<file path="config.mk">
export PLATFORM = sky130hd
export DESIGN_NAME = vector_regfile_fragment_mapper_flat
export DESIGN_NICKNAME = d
export VERILOG_FILES = /design/src/rtl/vrfm_pkg.sv /design/src/rtl/vrfm_chan_if.sv /design/src/rtl/vector_regfile_fragment_mapper.sv /design/src/rtl/vrfm_div.sv /design/src/rtl/vrfm_seq.sv /design/src/flat_wrapper.sv
export VERILOG_INCLUDE_DIRS = /design/src /design/src/rtl
export SDC_FILE = /design/constraint.sdc
export NUM_CORES = 1
export LEC_CHECK = 0
export ABC_AREA = 1
export ABC_CLOCK_PERIOD_IN_PS = 4150
export CAP_MARGIN = 20
export CORE_MARGIN = 5
export CORE_UTILIZATION = 44
export DETAILED_ROUTE_END_ITERATION = 7
export DONT_BUFFER_PORTS = 1
export MAX_ROUTING_LAYER = met4
export SLEW_MARGIN = 15
export SYNTH_ARGS = -nofsm -noshare
export SYNTH_HDL_FRONTEND = slang
export SYNTH_SLANG_ARGS = --single-unit
</file>
<file path="constraint.sdc">
create_clock -name i_clk -period 4.15 [get_ports i_clk]
set_clock_uncertainty 0.15 [all_clocks]
set_input_delay 0.415 -clock i_clk [delete_from_list [all_inputs] [get_ports i_clk]]
set_output_delay 0.415 -clock i_clk [all_outputs]
set_load 0.05 [all_outputs]
</file>
<file path="src/rtl/vector_regfile_fragment_mapper_macros.svh">
// ----------------------------------------------------------------------------
// Assertion macros for the vector register file fragment mapper.
// Each macro checks one implication on the rising clock, off during reset.
// ----------------------------------------------------------------------------
`ifndef VECTOR_REGFILE_FRAGMENT_MAPPER_MACROS_SVH
`define VECTOR_REGFILE_FRAGMENT_MAPPER_MACROS_SVH

// The consequent must hold in the same cycle as the antecedent.
`define VRFM_ASSERT_SAME(label, ante, cons, msg) \
    label: assert property (@(posedge i_clk) disable iff (!i_rst_n) \
        (ante) |-> (cons)) else $error(msg);

// The consequent must hold in the cycle after the antecedent.
`define VRFM_ASSERT_NEXT(label, ante, cons, msg) \
    label: assert property (@(posedge i_clk) disable iff (!i_rst_n) \
        (ante) |=> (cons)) else $error(msg);

`endif

</file>
<file path="src/rtl/vrfm_pkg.sv">
`timescale 1ns / 1ps
// ----------------------------------------------------------------------------
// vrfm_pkg
// Types, codes and limits shared by the fragment mapper modules.
// ----------------------------------------------------------------------------
package vrfm_pkg;

    // Request limits and geometry bounds.
    localparam int MAX_RANGE_BYTES = 64;
    localparam int MAX_WORD_BYTES  = 64;
    localparam int NUM_ARCH_REGS   = 32;
    localparam int MAX_VLEN_BYTES  = 8192;
    localparam int MAX_LANES       = 64;
    localparam int MAX_BANKS       = 64;

    // Field widths.
    localparam int VLEN_W = 14;
    localparam int GEO_W  = 7;
    localparam int BE_W   = 64;
    localparam int BASE_W = 19;
    localparam int DIV_W  = 20;
    localparam int DIVR_W = 14;

    // Configuration register indexes.
    localparam logic [1:0] CFG_VLEN  = 2'd0;
    localparam logic [1:0] CFG_LWB   = 2'd1;
    localparam logic [1:0] CFG_LANES = 2'd2;
    localparam logic [1:0] CFG_BANKS = 2'd3;

    // Reset values of the configuration registers.
    localparam logic [VLEN_W-1:0] CFG_RST_VLEN  = 14'd64;
    localparam logic [GEO_W-1:0]  CFG_RST_LWB   = 7'd8;
    localparam logic [GEO_W-1:0]  CFG_RST_LANES = 7'd4;
    localparam logic [GEO_W-1:0]  CFG_RST_BANKS = 7'd2;

    // Result status codes.
    localparam logic [2:0] ST_OK   = 3'd0;
    localparam logic [2:0] ST_GEO  = 3'd1;
    localparam logic [2:0] ST_GRP  = 3'd2;
    localparam logic [2:0] ST_SIZE = 3'd3;
    localparam logic [2:0] ST_CAP  = 3'd4;

    typedef struct packed {
        logic [4:0]      first_reg;
        logic [5:0]      reg_count;
        logic [15:0]     range_offset;
        logic [6:0]      range_size;
        logic [BE_W-1:0] byte_mask;
    } t_req;

    typedef struct packed {
        logic [5:0]      lane_id;
        logic [5:0]      bank_id;
        logic [15:0]     row_index;
        logic [5:0]      offset_in_word;
        logic [15:0]     fragment_offset;
        logic [6:0]      fragment_size;
        logic [BE_W-1:0] word_enable;
        logic            last_fragment;
        logic [2:0]      status;
    } t_rsp;

    typedef struct packed {
        logic [VLEN_W-1:0] vlen_bytes;
        logic [GEO_W-1:0]  lane_word_bytes;
        logic [GEO_W-1:0]  num_lanes;
        logic [GEO_W-1:0]  banks_per_lane;
        logic [VLEN_W-1:0] lane_stride;
        logic              geo_ok;
    } t_cfg;

    typedef struct packed {
        logic              start;
        logic [DIV_W-1:0]  dividend;
        logic [DIVR_W-1:0] divisor;
    } t_div_req;

    typedef struct packed {
        logic              busy;
        logic              done;
        logic [DIV_W-1:0]  quot;
        logic [DIVR_W-1:0] rem;
    } t_div_rsp;

endpackage

</file>
<file path="src/rtl/vrfm_chan_if.sv">
`timescale 1ns / 1ps
// ----------------------------------------------------------------------------
// vrfm_chan_if
// Valid/ready channel carrying one payload item per transfer.
// ----------------------------------------------------------------------------
interface vrfm_chan_if #(
    parameter type t_payload = logic
) ();
    logic     valid;
    logic     ready;
    t_payload data;

    modport source (output valid, output data, input ready);
    modport sink   (input valid, input data, output ready);
endinterface

</file>
<file path="src/rtl/vector_regfile_fragment_mapper.sv">
`timescale 1ns / 1ps
// ----------------------------------------------------------------------------
// vector_regfile_fragment_mapper
// Splits a byte range of a vector register group into lane-word fragments.
// ----------------------------------------------------------------------------
//  Channel  Dir  Payload   Transfer
//  i_req    in   t_req     i_req.valid & i_req.ready
//  o_rsp    out  t_rsp     o_rsp.valid & o_rsp.ready
//  cfg      in   14 bits   i_cfg_we
//
// After a transfer, the shared divider runs the geometry check and then the word,
// lane and bank divisions in turn; the fragments then enter the output register
// one by one. Geometry outside the limits is reported straight from the check
// state, other errors once the geometry division has finished. Reset is
// synchronous and returns the registers to 64, 8, 4 and 2.
// A stalled o_rsp holds the sequencer in its emit and error states; a new request
// is taken as soon as the last result has entered the output register.
// ----------------------------------------------------------------------------
`include "vector_regfile_fragment_mapper_macros.svh"

module vector_regfile_fragment_mapper (
    input  logic                           i_clk,
    input  logic                           i_rst_n,
    input  logic                           i_cfg_we,
    input  logic [1:0]                     i_cfg_idx,
    input  logic [vrfm_pkg::VLEN_W-1:0]    i_cfg_data,
    vrfm_chan_if.sink                      i_req,
    vrfm_chan_if.source                    o_rsp
);
    logic [vrfm_pkg::VLEN_W-1:0] r_vlen;
    logic [vrfm_pkg::GEO_W-1:0]  r_lwb;
    logic [vrfm_pkg::GEO_W-1:0]  r_lanes;
    logic [vrfm_pkg::GEO_W-1:0]  r_banks;
    logic [vrfm_pkg::VLEN_W-1:0] r_stride;

    vrfm_pkg::t_cfg     w_cfg;
    vrfm_pkg::t_div_req w_div_req;
    vrfm_pkg::t_div_rsp w_div_rsp;
    vrfm_pkg::t_rsp     w_rsp;
    logic               w_rsp_valid;
    logic               w_req_ready;

    always_ff @(posedge i_clk) begin
        if (!i_rst_n) begin
            r_vlen  <= vrfm_pkg::CFG_RST_VLEN;
            r_lwb   <= vrfm_pkg::CFG_RST_LWB;
            r_lanes <= vrfm_pkg::CFG_RST_LANES;
            r_banks <= vrfm_pkg::CFG_RST_BANKS;
        end else if (i_cfg_we) begin
            unique case (i_cfg_idx)
                vrfm_pkg::CFG_VLEN:  r_vlen  <= i_cfg_data;
                vrfm_pkg::CFG_LWB:   r_lwb   <= i_cfg_data[vrfm_pkg::GEO_W-1:0];
                vrfm_pkg::CFG_LANES: r_lanes <= i_cfg_data[vrfm_pkg::GEO_W-1:0];
                vrfm_pkg::CFG_BANKS: r_banks <= i_cfg_data[vrfm_pkg::GEO_W-1:0];
            endcase
        end
    end

    // Bytes covered by one word across all lanes; the register length must be
    // a whole number of these.
    always_ff @(posedge i_clk) begin
        r_stride <= vrfm_pkg::VLEN_W'(r_lwb) * vrfm_pkg::VLEN_W'(r_lanes);
    end

    assign w_cfg.vlen_bytes      = r_vlen;
    assign w_cfg.lane_word_bytes = r_lwb;
    assign w_cfg.num_lanes       = r_lanes;
    assign w_cfg.banks_per_lane  = r_banks;
    assign w_cfg.lane_stride     = r_stride;
    assign w_cfg.geo_ok = (r_vlen != '0) && (r_lwb != '0) && (r_lanes != '0) &&
                          (r_banks != '0) && (r_lwb[1:0] == 2'b00) &&
                          (r_lwb <= vrfm_pkg::GEO_W'(vrfm_pkg::MAX_WORD_BYTES)) &&
                          (r_vlen <= vrfm_pkg::VLEN_W'(vrfm_pkg::MAX_VLEN_BYTES)) &&
                          (r_lanes <= vrfm_pkg::GEO_W'(vrfm_pkg::MAX_LANES)) &&
                          (r_banks <= vrfm_pkg::GEO_W'(vrfm_pkg::MAX_BANKS));

    vrfm_div u_div (
        .i_clk   (i_clk),
        .i_rst_n (i_rst_n),
        .i_req   (w_div_req),
        .o_rsp   (w_div_rsp)
    );

    vrfm_seq u_seq (
        .i_clk       (i_clk),
        .i_rst_n     (i_rst_n),
        .i_cfg       (w_cfg),
        .i_req_valid (i_req.valid),
        .o_req_ready (w_req_ready),
        .i_req       (i_req.data),
        .o_rsp_valid (w_rsp_valid),
        .i_rsp_ready (o_rsp.ready),
        .o_rsp       (w_rsp),
        .o_div_req   (w_div_req),
        .i_div_rsp   (w_div_rsp)
    );

    assign i_req.ready = w_req_ready;
    assign o_rsp.valid = w_rsp_valid;
    assign o_rsp.data  = w_rsp;

    `VRFM_ASSERT_NEXT(a_busy_after_transfer, i_req.valid && w_req_ready, !w_req_ready, "request taken while the previous one is still in work")
    `VRFM_ASSERT_SAME(a_error_is_last, w_rsp_valid && (w_rsp.status != vrfm_pkg::ST_OK), w_rsp.last_fragment && (w_rsp.fragment_size == 7'd0), "error result is not a lone empty last result")
    `VRFM_ASSERT_SAME(a_fragment_nonempty, w_rsp_valid && (w_rsp.status == vrfm_pkg::ST_OK), w_rsp.fragment_size != 7'd0, "mapped fragment has no bytes")
    `VRFM_ASSERT_SAME(a_div_start_idle, w_div_req.start, !w_div_rsp.busy, "divider started while still busy")
endmodule

</file>
<file path="src/rtl/vrfm_div.sv">
`timescale 1ns / 1ps
// ----------------------------------------------------------------------------
// vrfm_div
// Shared restoring divider, one quotient bit per cycle.
// ----------------------------------------------------------------------------
module vrfm_div (
    input  logic               i_clk,
    input  logic               i_rst_n,
    input  vrfm_pkg::t_div_req i_req,
    output vrfm_pkg::t_div_rsp o_rsp
);
    localparam int CNT_W = $clog2(vrfm_pkg::DIV_W + 1);

    logic                        r_busy;
    logic                        r_done;
    logic [CNT_W-1:0]            r_cnt;
    logic [vrfm_pkg::DIV_W-1:0]  r_quot;
    logic [vrfm_pkg::DIVR_W-1:0] r_rem;
    logic [vrfm_pkg::DIVR_W-1:0] r_divisor;

    logic [vrfm_pkg::DIVR_W:0]   w_trial;
    logic [vrfm_pkg::DIVR_W:0]   w_diff;
    logic                        w_fits;

    assign w_trial = {r_rem, r_quot[vrfm_pkg::DIV_W-1]};
    assign w_diff  = w_trial - {1'b0, r_divisor};
    assign w_fits  = w_trial >= {1'b0, r_divisor};

    always_ff @(posedge i_clk) begin
        if (!i_rst_n) begin
            r_busy <= 1'b0;
            r_done <= 1'b0;
            r_cnt  <= '0;
        end else begin
            r_done <= 1'b0;
            if (i_req.start) begin
                r_busy <= 1'b1;
                r_cnt  <= CNT_W'(vrfm_pkg::DIV_W);
            end else if (r_busy) begin
                r_cnt <= r_cnt - CNT_W'(1);
                if (r_cnt == CNT_W'(1)) begin
                    r_busy <= 1'b0;
                    r_done <= 1'b1;
                end
            end
        end
    end

    // The dividend shifts out of the top of r_quot as quotient bits enter below.
    always_ff @(posedge i_clk) begin
        if (i_req.start) begin
            r_quot    <= i_req.dividend;
            r_rem     <= '0;
            r_divisor <= i_req.divisor;
        end else if (r_busy) begin
            r_quot <= {r_quot[vrfm_pkg::DIV_W-2:0], w_fits};
            r_rem  <= w_fits ? w_diff[vrfm_pkg::DIVR_W-1:0]
                             : w_trial[vrfm_pkg::DIVR_W-1:0];
        end
    end

    assign o_rsp.busy = r_busy;
    assign o_rsp.done = r_done;
    assign o_rsp.quot = r_quot;
    assign o_rsp.rem  = r_rem;
endmodule

</file>
<file path="src/rtl/vrfm_seq.sv">
`timescale 1ns / 1ps
// ----------------------------------------------------------------------------
// vrfm_seq
// Request sequencer: checks, divider schedule and fragment emission.
// ----------------------------------------------------------------------------
module vrfm_seq (
    input  logic               i_clk,
    input  logic               i_rst_n,
    input  vrfm_pkg::t_cfg     i_cfg,
    input  logic               i_req_valid,
    output logic               o_req_ready,
    input  vrfm_pkg::t_req     i_req,
    output logic               o_rsp_valid,
    input  logic               i_rsp_ready,
    output vrfm_pkg::t_rsp     o_rsp,
    output vrfm_pkg::t_div_req o_div_req,
    input  vrfm_pkg::t_div_rsp i_div_rsp
);
    localparam logic [2:0] S_IDLE = 3'd0;
    localparam logic [2:0] S_GEO  = 3'd1;
    localparam logic [2:0] S_GEOW = 3'd2;
    localparam logic [2:0] S_D1   = 3'd3;
    localparam logic [2:0] S_D2   = 3'd4;
    localparam logic [2:0] S_D3   = 3'd5;
    localparam logic [2:0] S_EMIT = 3'd6;
    localparam logic [2:0] S_ERR  = 3'd7;

    logic [2:0]                   r_state;
    logic [2:0]                   r_status;
    logic [4:0]                   r_first;
    logic [5:0]                   r_count;
    logic [15:0]                  r_roff;
    logic [6:0]                   r_remain;
    logic [15:0]                  r_foff;
    logic [vrfm_pkg::BE_W-1:0]    r_be;
    logic [vrfm_pkg::BASE_W-1:0]  r_base;
    logic [vrfm_pkg::DIV_W-1:0]   r_cap;
    logic [vrfm_pkg::DIV_W-1:0]   r_abs;
    logic [5:0]                   r_woff;
    logic [5:0]                   r_lane;
    logic [5:0]                   r_bank;
    logic [15:0]                  r_row;
    logic                         r_rsp_valid;
    vrfm_pkg::t_rsp               r_rsp;

    logic                         w_accept;
    logic                         w_free;
    logic                         w_emit;
    logic [2:0]                   w_chk_status;
    logic [6:0]                   w_avail;
    logic [6:0]                   w_size;
    logic                         w_last;
    logic [vrfm_pkg::BE_W-1:0]    w_mask;
    logic [vrfm_pkg::BE_W-1:0]    w_wen;
    logic [6:0]                   w_lane_inc;
    logic [6:0]                   w_bank_inc;

    assign o_req_ready = (r_state == S_IDLE);
    assign w_accept    = i_req_valid && o_req_ready;
    assign w_free      = !r_rsp_valid || i_rsp_ready;
    assign w_emit      = ((r_state == S_EMIT) || (r_state == S_ERR)) && w_free;

    // Request checks after the geometry has passed, first failure wins.
    always_comb begin
        priority if (r_count == 6'd0 ||
                     ({2'b0, r_first} + {1'b0, r_count}) > 7'(vrfm_pkg::NUM_ARCH_REGS))
            w_chk_status = vrfm_pkg::ST_GRP;
        else if (r_remain == 7'd0 || r_remain > 7'(vrfm_pkg::MAX_RANGE_BYTES))
            w_chk_status = vrfm_pkg::ST_SIZE;
        else if ((vrfm_pkg::DIV_W'(r_roff) + vrfm_pkg::DIV_W'(r_remain)) > r_cap)
            w_chk_status = vrfm_pkg::ST_CAP;
        else
            w_chk_status = vrfm_pkg::ST_OK;
    end

    // Fragment of the current word: up to the word end or the range end.
    assign w_avail    = i_cfg.lane_word_bytes - {1'b0, r_woff};
    assign w_size     = (r_remain < w_avail) ? r_remain : w_avail;
    assign w_last     = (w_size == r_remain);
    assign w_mask     = {vrfm_pkg::BE_W{1'b1}} >> (7'(vrfm_pkg::BE_W) - w_size);
    assign w_wen      = (r_be & w_mask) << r_woff;
    assign w_lane_inc = {1'b0, r_lane} + 7'd1;
    assign w_bank_inc = {1'b0, r_bank} + 7'd1;

    always_comb begin
        o_div_req.start    = 1'b0;
        o_div_req.dividend = r_abs;
        o_div_req.divisor  = vrfm_pkg::DIVR_W'(i_cfg.lane_word_bytes);
        unique case (r_state)
            S_GEO: begin
                o_div_req.start    = i_cfg.geo_ok;
                o_div_req.dividend = vrfm_pkg::DIV_W'(i_cfg.vlen_bytes);
                o_div_req.divisor  = i_cfg.lane_stride;
            end
            S_GEOW: begin
                o_div_req.start = i_div_rsp.done && (i_div_rsp.rem == '0) &&
                                  (w_chk_status == vrfm_pkg::ST_OK);
            end
            S_D1: begin
                o_div_req.start    = i_div_rsp.done;
                o_div_req.dividend = i_div_rsp.quot;
                o_div_req.divisor  = vrfm_pkg::DIVR_W'(i_cfg.num_lanes);
            end
            S_D2: begin
                o_div_req.start    = i_div_rsp.done;
                o_div_req.dividend = i_div_rsp.quot;
                o_div_req.divisor  = vrfm_pkg::DIVR_W'(i_cfg.banks_per_lane);
            end
            S_IDLE, S_D3, S_EMIT, S_ERR: begin
            end
        endcase
    end

    always_ff @(posedge i_clk) begin
        if (!i_rst_n) begin
            r_state <= S_IDLE;
        end else begin
            unique case (r_state)
                S_IDLE: begin
                    if (w_accept)
                        r_state <= S_GEO;
                end
                S_GEO: begin
                    r_state <= i_cfg.geo_ok ? S_GEOW : S_ERR;
                end
                S_GEOW: begin
                    if (i_div_rsp.done) begin
                        if (i_div_rsp.rem != '0 || w_chk_status != vrfm_pkg::ST_OK)
                            r_state <= S_ERR;
                        else
                            r_state <= S_D1;
                    end
                end
                S_D1: begin
                    if (i_div_rsp.done)
                        r_state <= S_D2;
                end
                S_D2: begin
                    if (i_div_rsp.done)
                        r_state <= S_D3;
                end
                S_D3: begin
                    if (i_div_rsp.done)
                        r_state <= S_EMIT;
                end
                S_EMIT: begin
                    if (w_free && w_last)
                        r_state <= S_IDLE;
                end
                S_ERR: begin
                    if (w_free)
                        r_state <= S_IDLE;
                end
            endcase
        end
    end

    // A new result may enter in the same cycle as the waiting one leaves.
    always_ff @(posedge i_clk) begin
        if (!i_rst_n) begin
            r_rsp_valid <= 1'b0;
        end else if (w_emit) begin
            r_rsp_valid <= 1'b1;
        end else if (i_rsp_ready) begin
            r_rsp_valid <= 1'b0;
        end
    end

    always_ff @(posedge i_clk) begin
        unique case (r_state)
            S_IDLE: begin
                if (w_accept) begin
                    r_first  <= i_req.first_reg;
                    r_count  <= i_req.reg_count;
                    r_roff   <= i_req.range_offset;
                    r_remain <= i_req.range_size;
                    r_foff   <= i_req.range_offset;
                    r_be     <= i_req.byte_mask;
                    r_base   <= vrfm_pkg::BASE_W'(i_req.first_reg) *
                                vrfm_pkg::BASE_W'(i_cfg.vlen_bytes);
                    r_cap    <= vrfm_pkg::DIV_W'(i_req.reg_count) *
                                vrfm_pkg::DIV_W'(i_cfg.vlen_bytes);
                end
            end
            S_GEO: begin
                r_abs    <= vrfm_pkg::DIV_W'(r_base) + vrfm_pkg::DIV_W'(r_roff);
                r_status <= vrfm_pkg::ST_GEO;
            end
            S_GEOW: begin
                if (i_div_rsp.done)
                    r_status <= (i_div_rsp.rem != '0) ? vrfm_pkg::ST_GEO : w_chk_status;
            end
            S_D1: begin
                if (i_div_rsp.done)
                    r_woff <= i_div_rsp.rem[5:0];
            end
            S_D2: begin
                if (i_div_rsp.done)
                    r_lane <= i_div_rsp.rem[5:0];
            end
            S_D3: begin
                if (i_div_rsp.done) begin
                    r_bank <= i_div_rsp.rem[5:0];
                    r_row  <= i_div_rsp.quot[15:0];
                end
            end
            S_EMIT: begin
                if (w_free) begin
                    r_rsp.lane_id         <= r_lane;
                    r_rsp.bank_id         <= r_bank;
                    r_rsp.row_index       <= r_row;
                    r_rsp.offset_in_word  <= r_woff;
                    r_rsp.fragment_offset <= r_foff;
                    r_rsp.fragment_size   <= w_size;
                    r_rsp.word_enable     <= w_wen;
                    r_rsp.last_fragment   <= w_last;
                    r_rsp.status          <= vrfm_pkg::ST_OK;
                    r_remain <= r_remain - w_size;
                    r_foff   <= r_foff + 16'(w_size);
                    r_be     <= r_be >> w_size;
                    r_woff   <= 6'd0;
                    // The next word follows in the next lane, wrapping into banks and rows.
                    if (w_lane_inc == i_cfg.num_lanes) begin
                        r_lane <= 6'd0;
                        if (w_bank_inc == i_cfg.banks_per_lane) begin
                            r_bank <= 6'd0;
                            r_row  <= r_row + 16'd1;
                        end else begin
                            r_bank <= w_bank_inc[5:0];
                        end
                    end else begin
                        r_lane <= w_lane_inc[5:0];
                    end
                end
            end
            S_ERR: begin
                if (w_free) begin
                    r_rsp.lane_id         <= 6'd0;
                    r_rsp.bank_id         <= 6'd0;
                    r_rsp.row_index       <= 16'd0;
                    r_rsp.offset_in_word  <= 6'd0;
                    r_rsp.fragment_offset <= 16'd0;
                    r_rsp.fragment_size   <= 7'd0;
                    r_rsp.word_enable     <= '0;
                    r_rsp.last_fragment   <= 1'b1;
                    r_rsp.status          <= r_status;
                end
            end
        endcase
    end

    assign o_rsp_valid = r_rsp_valid;
    assign o_rsp       = r_rsp;
endmodule
</file>
<file path="src/flat_wrapper.sv">
// flat-port wrapper written by rule: the top's interface ports become plain ports
module vector_regfile_fragment_mapper_flat 
  (i_clk, i_rst_n, i_cfg_we, i_cfg_idx, i_cfg_data, i_req_valid, i_req_data, i_req_ready, o_rsp_valid, o_rsp_data, o_rsp_ready);
  vrfm_chan_if i_req_i ();
  vrfm_chan_if o_rsp_i ();
  input  logic i_clk;
  input  logic i_rst_n;
  input  logic i_cfg_we;
  input  logic [1:0] i_cfg_idx;
  input  logic [vrfm_pkg::VLEN_W-1:0] i_cfg_data;
  input wire logic [$bits(i_req_i.valid)-1:0] i_req_valid;
  input wire logic [$bits(i_req_i.data)-1:0] i_req_data;
  output wire logic [$bits(i_req_i.ready)-1:0] i_req_ready;
  output wire logic [$bits(o_rsp_i.valid)-1:0] o_rsp_valid;
  output wire logic [$bits(o_rsp_i.data)-1:0] o_rsp_data;
  input wire logic [$bits(o_rsp_i.ready)-1:0] o_rsp_ready;
  assign i_req_i.valid = i_req_valid;
  assign i_req_i.data = i_req_data;
  assign i_req_ready = i_req_i.ready;
  assign o_rsp_valid = o_rsp_i.valid;
  assign o_rsp_data = o_rsp_i.data;
  assign o_rsp_i.ready = o_rsp_ready;
  vector_regfile_fragment_mapper u_core (.i_clk(i_clk), .i_rst_n(i_rst_n), .i_cfg_we(i_cfg_we), .i_cfg_idx(i_cfg_idx), .i_cfg_data(i_cfg_data), .i_req(i_req_i), .o_rsp(o_rsp_i));
endmodule
</file>
==> metrics list, run 1 <==
* Reg2Reg Setup Slack: 0.16 ns
- Width of the chip: 147 um
* Number of global-route vias before repair: 6,443
* Half-perimeter wire length after detailed placement: 14,200 um
- For hold timing, the worst endpoint is u_core.r_lanes[2]$_SDFFE_PN1P_.
- Before CTS, the worst setup slack after placement is -0.00916 ns.
* Clock input transition at the sequential cells of the worst setup and hold paths: 0.06 ns
- Power spread over the standard cell area amounts to 588 nW/um^2.
* Register area share after synthesis: 35.9%
* Count of flip-flops with a built-in enable after synthesis: 49
- The number of max-slew violations in the final report came to 0.
- Warnings, synthesis: 0
- CTS root buf: sky130_fd_sc_hd__clkbuf_16
* Launch point of the worst hold path: i_cfg_data[2]
- STA classifies the critical path endpoint as a flop.
- The worst setup path is launched from a flop.
- Highest ir drop seen on vdd: 0.000374 V
- Number of buffers added by the clock tree synthesis step: 17
- After synthesis, the share of flip-flops with an asynchronous set or reset is 0%.
* Transition time of the tightest slew-check pin: 0.839 ns
* Top cell type by total area after synthesis: sky130_fd_sc_hd__dfxtp_1
* Initial cell density of the core: 44.3%
- Compared with the post-synthesis result, the final layout area differs by 15.9%.
- Number of placement rows: 50
- Dividing the detail-routed wire length by the instance count gives 14.3 um.
- Summed over its instances, the top area cell type makes up 18.0% of the synthesized netlist area.
* Post-synthesis register bit count: 123
* # DRC: 0
- Internal Power: 3.35 mW
- Per report_power, the sequential group accounts for 30.9% of the total.
- For the worst setup path, the data arrival time is 4.02 ns.
- In this run the deepest clock path goes through 2 buffers.
- Number of endpoints with negative hold slack in the final report: 0
- For this run, the total global-route usage over all layers was measured as 18.8%.
- Result of the run: finished clean
- Commonest non-fill, non-tap cell in the layout: sky130_fd_sc_hd__nand2_1
* Worst hold stages: 2
- In this run the tightest slew margin relative to its limit is 44.1%.
- The first global-routing pass estimated 31,900 um of wire.
- Of all nets on the critical path, the largest fanout is 5.
- Setup violations remaining at the end of the flow were counted as 0.
- Highest Clock Rate: 250 MHz
* Max-cap violations: 0
- Kind of path behind the tightest hold check: input pin to flop
* Switching power: 2.26 mW
- Total routed wirelength: 19,500 um
* Number of ports placed on the die boundary: 25
* Switching power as a share of total power: 40.3%
- Number of inserted diodes: 0
- After synthesis, the mean cell area works out to 7.67 um^2.
* Fin cells: 1,359
- The H-tree was split into 4 levels.
* Fraction of power consumed by combinational cells: 42.3%
- Total Neg Setup Slack: 0 ns
- After layout, the minimum clock period comes to 3.99 ns.
- Before antenna repair, the detailed router went through 5 iterations.
- The most used flip-flop cell after synthesis is sky130_fd_sc_hd__dfxtp_1.
* Synth unique cells: 47
- Initial antenna violation count: 0
- Largest net degree at the start of global routing: 37
- Once placement completed, the tool counted placed cells totaling 1,307.
- The worst setup path is of the flop to flop kind.
* Number of sinks driven by the clock tree: 123
- Tcrit/Tclk final: 96.3%
- At the end of routability-driven placement, the weighted congestion stood at 0.920.
- Endpoint of the most critical register-to-register path: u_core.u_seq.r_remain[6]$_SDFFCE_PP0P_
- Number of nets in the finished design: 1,227
* DRT iter0 DRCs: 358
- Post-synthesis instance area: 8230 um^2
* Residual overflow from global routing: 0
- The library cells used most frequently in the layout, excluding fill and tap cells, are sky130_fd_sc_hd__nand2_1 (223), sky130_fd_sc_hd__inv_1 (173), sky130_fd_sc_hd__nor2_1 (140), sky130_fd_sc_hd__dfxtp_1 (69), sky130_fd_sc_hd__ha_1 (60).
- Syn nets: 1,189
* Origin of the critical flop-to-flop path: u_core.r_lwb[0]$_SDFFE_PN0P_
- Part of the total power dissipated in the clock network: 26.7%
- Cell types occupying the most area after synthesis: sky130_fd_sc_hd__dfxtp_1 (18%), sky130_fd_sc_hd__edfxtp_1 (18%), sky130_fd_sc_hd__nand2_1 (10%)
* Via count: 6,812
- TritonCTS clock tree: built
* Count of buffers from port buffering: 0
* Clock latency at the later pin of the worst-skew pair: 0.43 ns
- Share of cells above drive strength 1: 12.5%
- Data on the critical path is required at its endpoint by 4.18 ns.
* Post-DR vias/cell: 5.01
- Placeable core area: 18,600 um^2
- Hold timing on the final database bottoms out at a slack of 0.0181 ns.
- The floorplan step defined a die boundary enclosing 21,500 um^2.
- Least setup slack across all paths after layout: 0.155 ns
- RSZ-0062 raised after global routing: true
- Counting every instance in the synthesized netlist gives 1,074.
- The floorplan step set the die height to 147 um.
- The number of cells on the worst reg-to-reg path is 21.
- Leakage power figure: 4.53 nW
* Post-route ant nets: 0
==> worst max path at each step <==
stage | slack, ns | cells after the start | endpoint | start
after floorplan | 0.02 | 23 | u_core.u_seq.r_remain[6]$_SDFFCE_PP0P_ | u_core.r_lwb[0]$_SDFFE_PN0P_
after global placement | 0.06 | 22 | u_core.u_seq.r_remain[5]$_SDFFCE_PP0P_ | u_core.r_lwb[0]$_SDFFE_PN0P_
after detailed placement | -0.009 | 22 | u_core.u_seq.r_remain[5]$_SDFFCE_PP0P_ | u_core.r_lwb[0]$_SDFFE_PN0P_
after CTS | 0.005 | 21 | u_core.u_seq.r_remain[6]$_SDFFCE_PP0P_ | u_core.r_lwb[0]$_SDFFE_PN0P_
after global routing | -0.07 | 22 | u_core.u_seq.r_remain[5]$_SDFFCE_PP0P_ | u_core.r_lwb[0]$_SDFFE_PN0P_
final | 0.16 | 21 | u_core.u_seq.r_remain[6]$_SDFFCE_PP0P_ | u_core.r_lwb[0]$_SDFFE_PN0P_
==> timing repair <==
| action | in CTS | in global routing |
|---|---|---|
| setup buffers | 0 | 6 |
| pin swaps | 1 | 24 |
| hold buffers | 14 | 0 |
| setup endpoints to repair | 2 | 13 |
| gates resized for setup | 2 | 49 |
| hold endpoints to repair | 36 | 0 |
==> sequential cells by signal, summed over array words and instances (netlist names), 14 cells and up <==
name and flops:
u_core.r_stride 14, u_core.u_div.r_divisor 14, u_core.u_div.r_quot 20, u_core.r_vlen 14, u_core.u_div.r_rem 14
==> area by class of cell <==
type	instances	area, um^2
Inverter	182	686
Clock buffer	17	425
Clock inverter	15	171
Sequential cell	123	2960
Timing Repair Buffer	54	458
Fill cell	1765	9040
Multi-Input combinational cell	734	4540
Tap cell	234	293
==> critical path, stage by stage (launching register included) <==
cell and delay (ns):
sky130_fd_sc_hd__dfxtp_4 0.36, sky130_fd_sc_hd__inv_4 0.07, sky130_fd_sc_hd__ha_4 0.13, sky130_fd_sc_hd__inv_2 0.04
sky130_fd_sc_hd__fa_2 0.41, sky130_fd_sc_hd__a31oi_2 0.20, sky130_fd_sc_hd__xor2_1 0.24, sky130_fd_sc_hd__ha_1 0.29
sky130_fd_sc_hd__a21oi_2 0.12, sky130_fd_sc_hd__o21a_1 0.14, sky130_fd_sc_hd__nand2_2 0.10, sky130_fd_sc_hd__a21oi_2 0.15
sky130_fd_sc_hd__ha_2 0.19, sky130_fd_sc_hd__inv_1 0.05, sky130_fd_sc_hd__fa_2 0.34, sky130_fd_sc_hd__a21oi_2 0.19
sky130_fd_sc_hd__o21bai_4 0.09, sky130_fd_sc_hd__nand2_1 0.10, sky130_fd_sc_hd__nand2_1 0.07, sky130_fd_sc_hd__a21oi_2 0.14
sky130_fd_sc_hd__a21oi_1 0.08, sky130_fd_sc_hd__o21a_1 0.10
==> synthesized netlist by cell type, drive strengths merged (2+ instances only) <==
cell     instances
inv            180
o21bai           2
o21a             2
edfxtp          49
nor2           144
o211ai           3
nor4             3
dfxtp           74
o21ai           64
clkbuf          13
ha              66
nand3b           3
nand4           15
o22ai            4
clkinv           2
nor3            10
a21o             2
o2111ai          2
a21oi           74
buf             22
xor2            16
nand2          230
nand3           51
fa              27
xnor2           10
==> power groups by stage <==
stage	combinational, mW	clock, mW	sequential (mW)
after global placement	2.09	0	1.75
after CTS	2.16	1.52	1.73
after detailed placement	2.12	0	1.75
final	2.37	1.50	1.73
after global routing	2.68	1.58	1.76
after floorplan	1.65	0	1.69
==> logic make-up after synthesis <==
group | Yosys count | share of synthesized area (%)
flip-flops | 123 | 35.9
XOR/XNOR | 26 | 2.77
adder cells (fa/ha/maj) | 93 | 16.6
AND/OR/NAND/NOR | 457 | 23.2
buffers and inverters | 217 | 10.7
AO/OA/AOI/OAI | 158 | 10.9
==> metrics by stage <==
step                      area, um^2  utilization [%]  power [mW]
final                           9540             51.3        5.61
after detailed placement        8590             46.2        3.87
after CTS                       9340             50.3        5.41
after global routing            9540             51.3        6.02
after floorplan                 8230                -        3.34
after global placement          8590             46.2        3.84
==> routing by layer <==
layer	GRT usage, %	vias to the layer above	wire (um)
li1	-	3520	-
met1	24.7	3150	9260
met2	29.9	126	9200
met3	3.89	16	767
met4	4.80	0	221
met5	-	-	0
Power figures use the tool's default switching activity.
==> inputs of run 2 (changes only) <==
- CORE_ASPECT_RATIO: unset -> 1.75
- GPL_TIMING_DRIVEN: unset -> 1
==> run 2 against run 1 <==
  * Cell count down 0.29%
  * Routed wire length up 7.2%
  * Clock power down 5%
  * Largest power group unchanged
  * Hold slack worse by 0.0061 ns
  * Critical path depth up 3
  * Combinational power down 8%
  * Utilization down 0.56 points
  * Total power down 4.6%
  * Fmax up 1.1%
  * Sequential power about the same
  * Sequential cell count unchanged
==> metrics list, run 2 (synthesis gave the netlist of run 1 again) <==
- Floorplan die area: 21,700 um^2 (+0.50%)
* Clock latency at the later pin of the worst-skew pair: 0.42 ns (about the same)
- First drt pass iteration count: 5 (unchanged)
- The endpoint identified for the worst register-to-register timing path is u_core.u_seq.r_remain[6]$_SDFFCE_PP0P_.
- Final worst path period need: 3.95 ns (-0.0441 ns)
* Wire per inst: 15.4 um (+7.6%)
- Post-DR vias/cell: 5.06 (+1.0%)
- Tightest slew margin relative to the limit: 43.9% (-0.22 points)
* Path depth of the worst reg2reg path: 24 (+14%)
* Filler Cells Inserted: 1,843 (+4.4%)
* Total routed wirelength: 20,900 um (+7.2%)
- Worst hold stages: 2 (unchanged)
* Max clock buf depth: 2 (unchanged)
* Half-perimeter wire length after detailed placement: 15,700 um (+11%)
- Number of sinks driven by the clock tree: 123 (unchanged)
- The total inserted antenna cells was 0 (unchanged).
- Weighted congestion reported at the end of routability-driven placement: 0.895 (-2.6%)
- The critical path is of the flop to flop type.
- Number of pins with negative max-slew slack in the final report: 0 (unchanged)
- Max-cap violations: 0 (unchanged)
- Total Routing Usage GR: 20.7% (+1.9 points)
* Width of the chip: 113 um (-23%)
- The placed instance area was 8560 um^2 (-0.29%).
- The detailed-route DRC error count is 0 (unchanged).
* TritonCTS clock tree: built
* Largest net degree at the start of global routing: 39 (+5.4%)
- The total of endpoints with negative setup slack in the final report was 0 (unchanged).
- Leakage power figure: 4.45 nW (-1.6%)
- Initial cell density of the core: 44.5% (+0.20 points)
- Kind of path behind the tightest hold check: input pin to flop
- The number of vias in the routed layout was 6,861 (+0.72%).
- The data required time of the worst path came to 4.17 ns (about the same).
- The cell area power density was 569 nW/um^2 (-3.2%).
- The highest clock rate was 253 MHz (+1.1%).
* Number of ports placed on the die boundary: 25 (unchanged)
- The worst register-to-register path begins at u_core.r_lwb[1]$_SDFFE_PN0P_.
- Count of buffers from port buffering: 0 (unchanged)
- Number of flip-flops in the largest register: 20 (unchanged)
- From synthesis to final layout, the design area changed by 14.1%.
- The number of global-route vias before repair came to 6,939 (+7.7%).
* Largest register by flop count: u_core.u_div.r_quot
- Level count of the clock H-tree: 4 (unchanged)
* Reg2Reg Setup Slack: 0.20 ns (+0.04 ns)
- Kind of end point of the critical path: flop
- The area of combinational cells with multiple inputs was 4490 um^2 (-1.1%).
- Commonest non-fill, non-tap cell in the layout: sky130_fd_sc_hd__nand2_1
* Final Power: 5.35 mW (-4.6%)
- Final instance area: 9390 um^2 (-1.5%)
- Number of placement rows: 66 (+32%)
- Highest ir drop seen on vdd: 0.000313 V (-16%)
- The maximum fanout count along the critical path is 7 (+2).
- The fraction of layout instances using a drive strength above 1 came to 10.6% (-2.0 points).
* FF+latch area: 2960 um^2 (unchanged)
- The final clock period utilization by the worst path was 95.2% (-1.1 points).
- The worst setup path is launched from a flop.
* Result of the run: finished clean
- The floorplan die height came to 191 um (+30%).
* Number of endpoints with negative hold slack in the final report: 0 (unchanged)
* Worst Hold End: u_core.r_lwb[6]$_SDFFE_PN0P_
- The total grt overflow was 0 (unchanged).
* Worst EP arrival: 3.97 ns (-0.05 ns)
- Transition time of the tightest slew-check pin: 0.833 ns (-0.00552 ns)
* First-pass GRT wire length: 33,900 um (+6.1%)
- The worst hold path begins at i_rst_n.
- The remaining antenna violation count after routing came to 0 (unchanged).
- Least setup slack across all paths after layout: 0.199 ns (+0.0441 ns)
- The cell sitting at the root of the clock tree is a sky130_fd_sc_hd__clkbuf_16.
- The worst setup slack before clock tree synthesis is 0.0144 ns (+0.0236 ns).
- The standard cell core area came to 18,500 um^2 (-0.44%).
- Initial antenna violation count: 0 (unchanged)
- Top library cells by usage in the layout, fill and taps aside: sky130_fd_sc_hd__nand2_1 (224), sky130_fd_sc_hd__inv_1 (175), sky130_fd_sc_hd__nor2_1 (139), sky130_fd_sc_hd__dfxtp_1 (69), sky130_fd_sc_hd__ha_1 (61)
- The iteration-0 DRC count of the detailed router came to 316 (-12%).
- The number of clock buffers inserted by TritonCTS came to 17 (unchanged).
- Number of nets in the finished design: 1,219 (-0.65%)
- The clock slew seen by the registers of the worst setup and hold paths is 0.06 ns (about the same).
-- run 2: repair_timing --
action                                  in CTS  in global routing
gates resized for setup                      0                 31
setup buffers                                0                  2
endpoints found under the setup margin       0                 11
hold buffers                                14                  0
hold endpoints to repair                    38                  0
-- run 2: worst max path at each step --
stage                                       from                                endpoint  slack (ns)
CTS                 u_core.r_lwb[0]$_SDFFE_PN0P_  u_core.u_seq.r_remain[5]$_SDFFCE_PP0P_        0.02
global placement    u_core.r_lwb[0]$_SDFFE_PN0P_  u_core.u_seq.r_remain[6]$_SDFFCE_PP0P_        0.04
global route        u_core.r_lwb[0]$_SDFFE_PN0P_  u_core.u_seq.r_remain[6]$_SDFFCE_PP0P_       -0.04
finish              u_core.r_lwb[1]$_SDFFE_PN0P_  u_core.u_seq.r_remain[6]$_SDFFCE_PP0P_        0.20
floorplan           u_core.r_lwb[0]$_SDFFE_PN0P_  u_core.u_seq.r_remain[6]$_SDFFCE_PP0P_        0.02
detailed placement  u_core.r_lwb[0]$_SDFFE_PN0P_  u_core.u_seq.r_remain[5]$_SDFFCE_PP0P_        0.01
-- run 2: area by class of cell --
cell class,count,share of cell area [%]
tap,238,3.17
clock inverter,11,0.999
timing repair buffer,46,4.16
multi-input combinational,734,47.8
inverter,182,7.27
sequential,123,31.6
clock buffer,21,5.02
-- run 2: where the power goes --
| group | total (mW) | internal, mW | switching [mW] | leakage (nW) |
|---|---|---|---|---|
| sequential | 1.73 | 1.55 | 0.180 | 1.06 |
| clock | 1.43 | 0.870 | 0.561 | 0.273 |
| combinational | 2.18 | 0.803 | 1.38 | 3.12 |
-- run 2: critical path: stages, from the launching register on --
cell and delay, ns:
sky130_fd_sc_hd__dfxtp_1 0.31, sky130_fd_sc_hd__buf_4 0.17, sky130_fd_sc_hd__ha_1 0.29, sky130_fd_sc_hd__nand3_1 0.08, sky130_fd_sc_hd__nand2_1 0.11, sky130_fd_sc_hd__nand2_1 0.06, sky130_fd_sc_hd__a21oi_1 0.13, sky130_fd_sc_hd__nor2_1 0.07
sky130_fd_sc_hd__xor2_1 0.18, sky130_fd_sc_hd__ha_1 0.28, sky130_fd_sc_hd__nand2_1 0.08, sky130_fd_sc_hd__o21a_1 0.21, sky130_fd_sc_hd__nand2_2 0.12, sky130_fd_sc_hd__nor2_1 0.05, sky130_fd_sc_hd__a21oi_1 0.13, sky130_fd_sc_hd__ha_2 0.20
sky130_fd_sc_hd__inv_1 0.05, sky130_fd_sc_hd__fa_2 0.34, sky130_fd_sc_hd__a21oi_2 0.13, sky130_fd_sc_hd__o21bai_1 0.09, sky130_fd_sc_hd__nand2_1 0.08, sky130_fd_sc_hd__nand2_1 0.07, sky130_fd_sc_hd__a21oi_2 0.15, sky130_fd_sc_hd__a21oi_1 0.08
sky130_fd_sc_hd__o21a_1 0.10
-- run 2: stage by stage --
step | std cells | util [%] | TNS [ns] | hold WS (ns)
2_1_floorplan | 1074 | - | 0 | 0.294
3_3_place_gp | 1307 | 46.3 | 0 | 0.312
3_5_place_dp | 1307 | 46.3 | 0 | 0.312
4_1_cts | 1353 | 50.1 | 0 | 0.0109
5_1_grt | 1355 | 50.8 | -0.0434 | 0.0138
6_report | 1355 | 50.8 | 0 | 0.0120
-- run 2: layer usage --
| layer | GRT usage, % | vias up | share of wire [%] |
|---|---|---|---|
| li1 | - | 3495 | - |
| met1 | 20.3 | 3181 | 38 |
| met2 | 38.2 | 125 | 55 |
| met3 | 3.20 | 60 | 2.3 |
| met4 | 11.4 | 0 | 5.3 |
| met5 | - | - | 0 |
